[src/rtl/core/assert_macros.svh]
// assertion helpers for the scanner rtl
`ifndef ASSERT_MACROS_SVH
`define ASSERT_MACROS_SVH

`ifndef SYNTHESIS

`define ASSERT_PROP(label, clk, rst_n, prop, msg) \
    label: assert property (@(posedge clk) disable iff (!rst_n) prop) else $error(msg);

`define ASSERT_NEVER(label, clk, rst_n, expr, msg) \
    label: assert property (@(posedge clk) disable iff (!rst_n) !(expr)) else $error(msg);

`else

`define ASSERT_PROP(label, clk, rst_n, prop, msg)

`define ASSERT_NEVER(label, clk, rst_n, expr, msg)

`endif

`endif

[src/rtl/core/cssts_pkg.sv]
package cssts_pkg;

    localparam int LENGTH_WIDTH_DEF = 16;
    localparam int LEN_OUT_W        = 16;
    localparam logic [LEN_OUT_W-1:0] LEN_MAX = 16'hFFFF;

    // result status codes
    localparam logic [1:0] ST_MATCH    = 2'd0;
    localparam logic [1:0] ST_NOMATCH  = 2'd1;
    localparam logic [1:0] ST_BADUTF   = 2'd2;
    localparam logic [1:0] ST_NOTQUOTE = 2'd3;

    // scan phase codes
    localparam logic [2:0] PH_QUOTE = 3'd0;
    localparam logic [2:0] PH_SCAN  = 3'd1;
    localparam logic [2:0] PH_ESC   = 3'd2;
    localparam logic [2:0] PH_CONT  = 3'd3;
    localparam logic [2:0] PH_DONE  = 3'd4;

    localparam logic [7:0] CH_DQUOTE = 8'h22;
    localparam logic [7:0] CH_SQUOTE = 8'h27;
    localparam logic [7:0] CH_BSL    = 8'h5C;
    localparam logic [7:0] CH_LF     = 8'h0A;
    localparam logic [7:0] CH_CR     = 8'h0D;

    typedef struct packed {
        logic [7:0] data_byte;
        logic       line_end;
    } t_item;

    typedef struct packed {
        logic                 emit;
        logic [1:0]           status;
        logic [LEN_OUT_W-1:0] token_length;
    } t_scan_res;

    typedef struct packed {
        logic       ok;
        logic [1:0] extra;
    } t_lead;

    // number of continuation bytes after a non-ascii lead byte, and whether the lead is valid
    function automatic t_lead lead_decode(input logic [7:0] b);
        t_lead r;
        r.ok    = 1'b1;
        r.extra = 2'd0;
        if ((b & 8'hE0) == 8'hC0) begin
            r.extra = 2'd1;
        end else if ((b & 8'hF0) == 8'hE0) begin
            r.extra = 2'd2;
        end else if ((b & 8'hF8) == 8'hF0) begin
            r.extra = 2'd3;
        end else if ((b & 8'h80) != 8'h00) begin
            r.ok = 1'b0;
        end
        return r;
    endfunction

    function automatic logic is_newline(input logic [7:0] b);
        return (b == CH_LF) || (b == CH_CR);
    endfunction

endpackage

[src/rtl/core/cssts_in_stage.sv]
module cssts_in_stage (
    input  logic              i_clk,
    input  logic              i_rst_n,
    input  logic              s_axis_tvalid,
    output logic              s_axis_tready,
    input  logic [7:0]        s_axis_tdata,  // data_byte
    input  logic              s_axis_tlast,  // line_end
    input  logic              i_take,
    output logic              o_valid,
    output cssts_pkg::t_item  o_item
);
    import cssts_pkg::*;

    logic  r_valid;
    t_item r_item;

    assign s_axis_tready = !r_valid || i_take;

    always_ff @(posedge i_clk) begin
        if (!i_rst_n) begin
            r_valid <= 1'b0;
        end else if (s_axis_tready) begin
            r_valid <= s_axis_tvalid;
        end
    end

    always_ff @(posedge i_clk) begin
        if (s_axis_tready && s_axis_tvalid) begin
            r_item.data_byte <= s_axis_tdata;
            r_item.line_end  <= s_axis_tlast;
        end
    end

    assign o_valid = r_valid;
    assign o_item  = r_item;

endmodule

[src/rtl/core/cssts_scan.sv]
`include "assert_macros.svh"

module cssts_scan #(
    parameter int LENGTH_WIDTH = cssts_pkg::LENGTH_WIDTH_DEF
) (
    input  logic                 i_clk,
    input  logic                 i_rst_n,
    input  logic                 i_fire,
    input  cssts_pkg::t_item     i_item,
    output cssts_pkg::t_scan_res o_res
);
    import cssts_pkg::*;

    localparam int LW_EXT = (LENGTH_WIDTH > LEN_OUT_W) ? LENGTH_WIDTH : LEN_OUT_W;

    logic [2:0]              r_phase, n_phase;
    logic [7:0]              r_quote, n_quote;
    logic [LENGTH_WIDTH-1:0] r_count, n_count;
    logic [1:0]              r_cont, n_cont;

    logic [LENGTH_WIDTH-1:0] count_inc;
    logic [LW_EXT-1:0]       count_ext;
    logic [1:0]              cont_dec;
    logic                    hit;
    logic                    emit;
    logic [1:0]              st;
    t_lead                   lead;
    logic [7:0]              b;

    assign b         = i_item.data_byte;
    assign lead      = lead_decode(b);
    assign count_inc = (&r_count) ? r_count : r_count + LENGTH_WIDTH'(1);
    assign cont_dec  = (r_cont != 2'd0) ? r_cont - 2'd1 : 2'd0;

    always_comb begin
        n_phase = r_phase;
        n_quote = r_quote;
        n_count = r_count;
        n_cont  = r_cont;
        hit     = 1'b0;
        st      = ST_MATCH;

        unique case (r_phase)
            PH_QUOTE: begin
                if (b == CH_DQUOTE || b == CH_SQUOTE) begin
                    n_quote = b;
                    n_count = LENGTH_WIDTH'(1);
                    n_phase = PH_SCAN;
                end else begin
                    hit = 1'b1;
                    st  = ST_NOTQUOTE;
                end
            end
            PH_SCAN, PH_ESC: begin
                n_count = count_inc;
                if (!b[7]) begin
                    if (r_phase == PH_SCAN && b == r_quote) begin
                        hit = 1'b1;
                        st  = ST_MATCH;
                    end else if (r_phase == PH_SCAN && b == CH_BSL) begin
                        n_phase = PH_ESC;
                    end else if (is_newline(b)) begin
                        hit = 1'b1;
                        st  = ST_NOMATCH;
                    end else begin
                        n_phase = PH_SCAN;
                    end
                end else if (!lead.ok) begin
                    hit = 1'b1;
                    st  = ST_BADUTF;
                end else begin
                    n_cont  = lead.extra;
                    n_phase = PH_CONT;
                end
            end
            PH_CONT: begin
                n_count = count_inc;
                n_cont  = cont_dec;
                if (cont_dec == 2'd0) begin
                    n_phase = PH_SCAN;
                end
            end
            default: begin
            end
        endcase

        emit = 1'b0;
        if (n_phase == PH_DONE) begin
            emit = 1'b0;
        end else if (hit) begin
            emit    = 1'b1;
            n_phase = PH_DONE;
        end else if (i_item.line_end) begin
            emit = 1'b1;
            st   = ST_NOMATCH;
        end

        if (i_item.line_end) begin
            n_phase = PH_QUOTE;
            n_cont  = 2'd0;
        end
    end

    // saturate the length at the output width
    assign count_ext = LW_EXT'(n_count);
    assign o_res.emit   = emit;
    assign o_res.status = st;
    assign o_res.token_length = (st != ST_MATCH) ? '0 :
                                (count_ext > LW_EXT'(LEN_MAX)) ? LEN_MAX :
                                count_ext[LEN_OUT_W-1:0];

    always_ff @(posedge i_clk) begin
        if (!i_rst_n) begin
            r_phase <= PH_QUOTE;
            r_quote <= '0;
            r_count <= '0;
            r_cont  <= '0;
        end else if (i_fire) begin
            r_phase <= n_phase;
            r_quote <= n_quote;
            r_count <= n_count;
            r_cont  <= n_cont;
        end
    end

    `ASSERT_NEVER(a_done_silent, i_clk, i_rst_n, r_phase == PH_DONE && !i_item.line_end && o_res.emit, "decided line reported again")
    `ASSERT_PROP(a_notquote_phase, i_clk, i_rst_n, (o_res.emit && o_res.status == ST_NOTQUOTE) |-> (r_phase == PH_QUOTE), "not-quote status outside opening phase")
    `ASSERT_PROP(a_line_end_reset, i_clk, i_rst_n, (i_fire && i_item.line_end) |=> (r_phase == PH_QUOTE && r_cont == 2'd0), "line end did not rearm scanner")

endmodule

[src/rtl/core/css_string_token_scanner.sv]
// css string token scanner
// input channel (s_axis): one byte of a line per item in tdata, tlast marks the
// last byte of the line. the first byte of each line must be the opening quote.
// output channel (m_axis): at most one item per line. tuser carries the status
// (0 matched, 1 no match, 2 bad utf-8 lead byte, 3 first byte not a quote),
// tdata the token length including both quotes, zero unless matched.
// an input item is registered on acceptance and decided in the following
// cycle; its result is then registered in the output register and offered from there.
// throughput is one byte per cycle, except where a pending result stalls the input as below.
// the output register lets the next byte be taken while a result waits; when
// m_axis_tready is low and a result is pending, a byte that would give another
// result waits in the input register and s_axis_tready drops.
// synchronous active-low reset empties both registers and rearms the scanner
// to expect an opening quote.
`include "assert_macros.svh"

module css_string_token_scanner #(
    parameter int LENGTH_WIDTH = cssts_pkg::LENGTH_WIDTH_DEF
) (
    input  logic        i_clk,
    input  logic        i_rst_n,
    input  logic        s_axis_tvalid,
    output logic        s_axis_tready,
    input  logic [7:0]  s_axis_tdata,   // data_byte
    input  logic        s_axis_tlast,   // line_end
    output logic        m_axis_tvalid,
    input  logic        m_axis_tready,
    output logic [15:0] m_axis_tdata,   // token_length
    output logic [1:0]  m_axis_tuser    // status
);
    import cssts_pkg::*;

    logic      in_valid;
    t_item     in_item;
    t_scan_res res;
    logic      advance;
    logic      load;

    logic                 r_out_valid;
    logic [1:0]           r_out_status;
    logic [LEN_OUT_W-1:0] r_out_len;

    assign advance = in_valid && (!res.emit || !r_out_valid || m_axis_tready);
    assign load    = advance && res.emit;

    cssts_in_stage u_in (
        .i_clk         (i_clk),
        .i_rst_n       (i_rst_n),
        .s_axis_tvalid (s_axis_tvalid),
        .s_axis_tready (s_axis_tready),
        .s_axis_tdata  (s_axis_tdata),
        .s_axis_tlast  (s_axis_tlast),
        .i_take        (advance),
        .o_valid       (in_valid),
        .o_item        (in_item)
    );

    cssts_scan #(
        .LENGTH_WIDTH (LENGTH_WIDTH)
    ) u_scan (
        .i_clk   (i_clk),
        .i_rst_n (i_rst_n),
        .i_fire  (advance),
        .i_item  (in_item),
        .o_res   (res)
    );

    always_ff @(posedge i_clk) begin
        if (!i_rst_n) begin
            r_out_valid <= 1'b0;
        end else if (load) begin
            r_out_valid <= 1'b1;
        end else if (m_axis_tready) begin
            r_out_valid <= 1'b0;
        end
    end

    always_ff @(posedge i_clk) begin
        if (load) begin
            r_out_status <= res.status;
            r_out_len    <= res.token_length;
        end
    end

    assign m_axis_tvalid = r_out_valid;
    assign m_axis_tdata  = r_out_len;
    assign m_axis_tuser  = r_out_status;

    `ASSERT_PROP(a_len_zero, i_clk, i_rst_n, (r_out_valid && r_out_status != ST_MATCH) |-> (r_out_len == '0), "length set without a match")
    `ASSERT_PROP(a_match_len, i_clk, i_rst_n, (r_out_valid && r_out_status == ST_MATCH) |-> (r_out_len >= LEN_OUT_W'(2)), "match shorter than two quotes")
    `ASSERT_NEVER(a_no_overwrite, i_clk, i_rst_n, load && r_out_valid && !m_axis_tready, "pending result overwritten")

endmodule

[config.mk]
export PLATFORM = sky130hd
export DESIGN_NAME = css_string_token_scanner
export DESIGN_NICKNAME = d
export VERILOG_FILES = /design/src/rtl/core/cssts_pkg.sv /design/src/rtl/core/cssts_in_stage.sv /design/src/rtl/core/cssts_scan.sv /design/src/rtl/core/css_string_token_scanner.sv
export VERILOG_INCLUDE_DIRS = /design/src /design/src/rtl/core
export SDC_FILE = /design/constraint.sdc
export NUM_CORES = 1
export LEC_CHECK = 0
export BUFFER_PORTS_ARGS = -buffer_cell sky130_fd_sc_hd__buf_2
export CORE_ASPECT_RATIO = 1.1
export CORE_MARGIN = 2
export CORE_UTILIZATION = 50
export DETAILED_ROUTE_END_ITERATION = 6
export MAX_ROUTING_LAYER = met4
export PLACE_DENSITY = 0.72
export REMOVE_ABC_BUFFERS = 1
export SYNTH_ARGS = -nofsm -noshare
export SYNTH_HDL_FRONTEND = slang
export SYNTH_HIERARCHICAL = 1
export SYNTH_SLANG_ARGS = --single-unit
[constraint.sdc]
create_clock -name i_clk -period 2.85 [get_ports i_clk]
set_input_delay 0.285 -clock i_clk [delete_from_list [all_inputs] [get_ports i_clk]]
set_output_delay 0.285 -clock i_clk [all_outputs]
set_load 0.05 [all_outputs]
==> impl_metrics.yaml <==
yosys:
  synthSimpleGateAreaFrac_pct: 23.23
  synth_compound_area_share_pct: 22.59
  synth_cell_type_count: 63
  postSynth.asyncResetShare_pct: 0
  synth_top_area_share_pct: 25.55
  synth-edff-count: 27
  ys_seq_area_share_pct: 45.11
  synth.mux.area_fraction_pct: 0.9464
  syn_inst: 339
  synth.area.top_cells: "edfxtp_1 (26%), dfxtp_1 (20%), a21oi_1 (4.7%), a311oi_1 (4.1%), nor2_1 (3.8%)"
  synth-xor-area-share_pct: 2.484
  yosysWarnings: 6
  synth_top_family_by_area: "simple AND/OR/NAND/NOR gates"
  ys_ff_latch: 58
  synth_top_area_cell: "edfxtp_1"
  synth_fa_ha_area_share_pct: 0.7098
  synth_area_mm2: 0.003173
  avgSynthCellArea_um2: 9.360
  ys.flop_type: "dfxtp_1"
floorplanning:
  pin_count: 33
  dieArea_mm2: 0.007000
  die_w_um: 79.96
  initial_core_util_pct: 51.54
  fp.dieH_um: 87.55
  core_mm2: 0.006156
  row_count: 30
cts:
  clockRootBuffer: "clkbuf_8"
  cts_tree: "yes"
  cts-htree-levels: 3
  worstSkewPairLatency_ns: 0.34
  max-clock-path-buffers: 2
  numCtsBuffers: 9
  clk_pin_slew_ns: 0.06
  cts.sinks: 58
timing:
  fin_crit_sh_pct: 100.8
  max_freq_mhz: 348.0
  grt_setup_unrepaired: "true"
  whs_ns: 0.1189
  final_hold_viol_count: 0
  report.final.slew_viol_count: 0
  finalSetupViolCount: 1
  finalWorstSetupSlack_ns: -0.02365
  min_period_ns: 2.874
  timing.slew.headroom_pct: 19.37
  tightest_slew_ns: 1.205
  skew_ns: 0.007494
run:
  cap_violations: 0
layout:
  fillerInstances: 525
  layout_common_cells: "buf_4 (35), buf_2 (31), dfxtp_1 (31), nor2_1 (30), a21oi_1 (29)"
  post-route-util_pct: 62.09
  final_cells: 483
  final_common_cell: "buf_4"
  synthToLayoutAreaGrowth_pct: 20.47
  fin_nets: 413
  antenna_cells: 0
  multiInputGateArea_mm2: 0.001622
  seqCellArea_mm2: 0.001431
  drive_gt1_share_pct: 26.55
power_and_ir_drop:
  p_leak_nw: 1.366
  vdd_drop_max_uv: 304.1
  power.total_mw: 1.861
  p_per_area_mw_per_mm2: 486.9
worst_setup_path:
  startpoint: "u_in/o_item[8]$_DFFE_PP_"
  cp.required_ns: 2.57
  critPathMaxFanout: 5
  critPathCaptureType: "primary output"
  start_kind: "flop"
  setup.worst_path.class: "flop to primary output"
  reg2reg_from: "u_in/o_item[8]$_DFFE_PP_"
  critPathArrivalTime_ns: 2.59
  regToRegSetupSlack_ns: 0.04
detailed_routing:
  num_vias: 2829
  drt_wl_total_mm: 7.552
  drtIter0Drc: 272
  ant_nets: 0
  routed_via_density: 5.857
  drtPass1Iterations: 4
  drc: 0
  wl_per_cell_um: 15.64
global_routing:
  grt_usage_pct: 23.52
  overflow: 0
  antenna_found_initial: 0
  grt_pass1_wl_mm: 12.34
  grt_max_degree: 22
  grt_pass1_vias: 2623
status:
  outcome: "finished, violations left"
  violations: "negative setup slack"
worst_hold_path:
  hp-class: "primary input to flop"
  min_from: "s_axis_tlast"
placement:
  io_buffer_count: 32
  hpwl_mm: 5.125
  dp_cells: 456
  dp_slack_ns: 0.04288
  place_congestion: 1.008
## power breakdown
part | total (mW) | switching, mW | internal (mW)
combinational | 0.243 | 0.160 | 0.0828
sequential | 0.918 | 0.0142 | 0.904
clock | 0.701 | 0.311 | 0.390
## worst max-delay path, cell delays in order (launching register included)
cell and delay, ns:
edfxtp_1 0.38, buf_4 0.17, or2_4 0.25, o21bai_1 0.16, buf_4 0.15, nor4_4 0.32, nor4_2 0.11, a21oi_2 0.16
a21boi_2 0.09, buf_4 0.15, nand2b_4 0.15, buf_8 0.15
## through the flow
step	TNS, ns	area [um^2]
2_1_floorplan	-9.407	3058
3_3_place_gp	0	3511
3_5_place_dp	0	3511
4_1_cts	0	3774
5_1_grt	-2.020	3822
6_report	-0.02365	3822
## cells in the mapped netlist (5+ instances only)
cell and instances:
xnor2_1 8, nand2_1 28, o31ai_1 5, a31oi_1 9
nand3_1 16, clkbuf_1 5, and3_1 10, nand2b_1 5
buf_2 8, a21o_1 5, o21ai_0 13, nor3_1 7
dfxtp_1 31, a311oi_1 15, inv_1 11, a21oi_1 30
nand4_1 5, edfxtp_1 27, or3_1 6, nor2_1 32
## area by class of cell
class | instances | area share (%)
clock buffer | 10 | 3.339
multi-input combinational | 251 | 42.42
tap | 80 | 2.619
sequential | 58 | 37.45
inverter | 11 | 1.080
clock inverter | 5 | 1.244
timing repair buffer | 68 | 11.85
## what timing repair did
action | CTS | global route
endpoints found under the hold margin | 0 | 0
endpoints found under the setup margin | 1 | 23
pin swaps | 2 | 2
gates resized for setup | 5 | 8
setup buffers | 9 | 3
hold buffers | 0 | 0
## layer usage
metal	global-route usage (%)	vias to the layer above	share of wire (%)
met5	-	-	0
met4	10.02	0	2.2
met3	6.392	19	5.2
met2	38.11	96	51
met1	27.52	1319	41
li1	-	1395	-
## registers in the layout, summed over array words and instances, names as in the netlist
register	cells
m_axis_tdata	16
u_scan/r_count	16
u_in/o_item	9
u_scan/r_quote	8
u_scan/r_phase	3
m_axis_tuser	2
u_scan/r_cont	2
m_axis_tvalid	1
u_in/o_valid	1
## cells by family (layout without fill, tap and decap cells)
kind of cell,count (synthesis),count (layout)
simple gates,136,136
compound gates,101,101
flops,58,58
buf+inv,30,94
xor+xnor,9,9
mux,3,3
fa+ha+maj,2,2
## final timing paths
kind,cells after the start,endpoint
hold reg to reg,2,u_scan/r_quote[1]$_SDFFE_PN0P_
hold / removal,1,u_in/o_item[0]$_DFFE_PP_
setup / recovery,11,s_axis_tready
setup reg to reg,12,u_scan/r_count[7]$_SDFFE_PN0P_
Power figures use the tool's default switching activity.
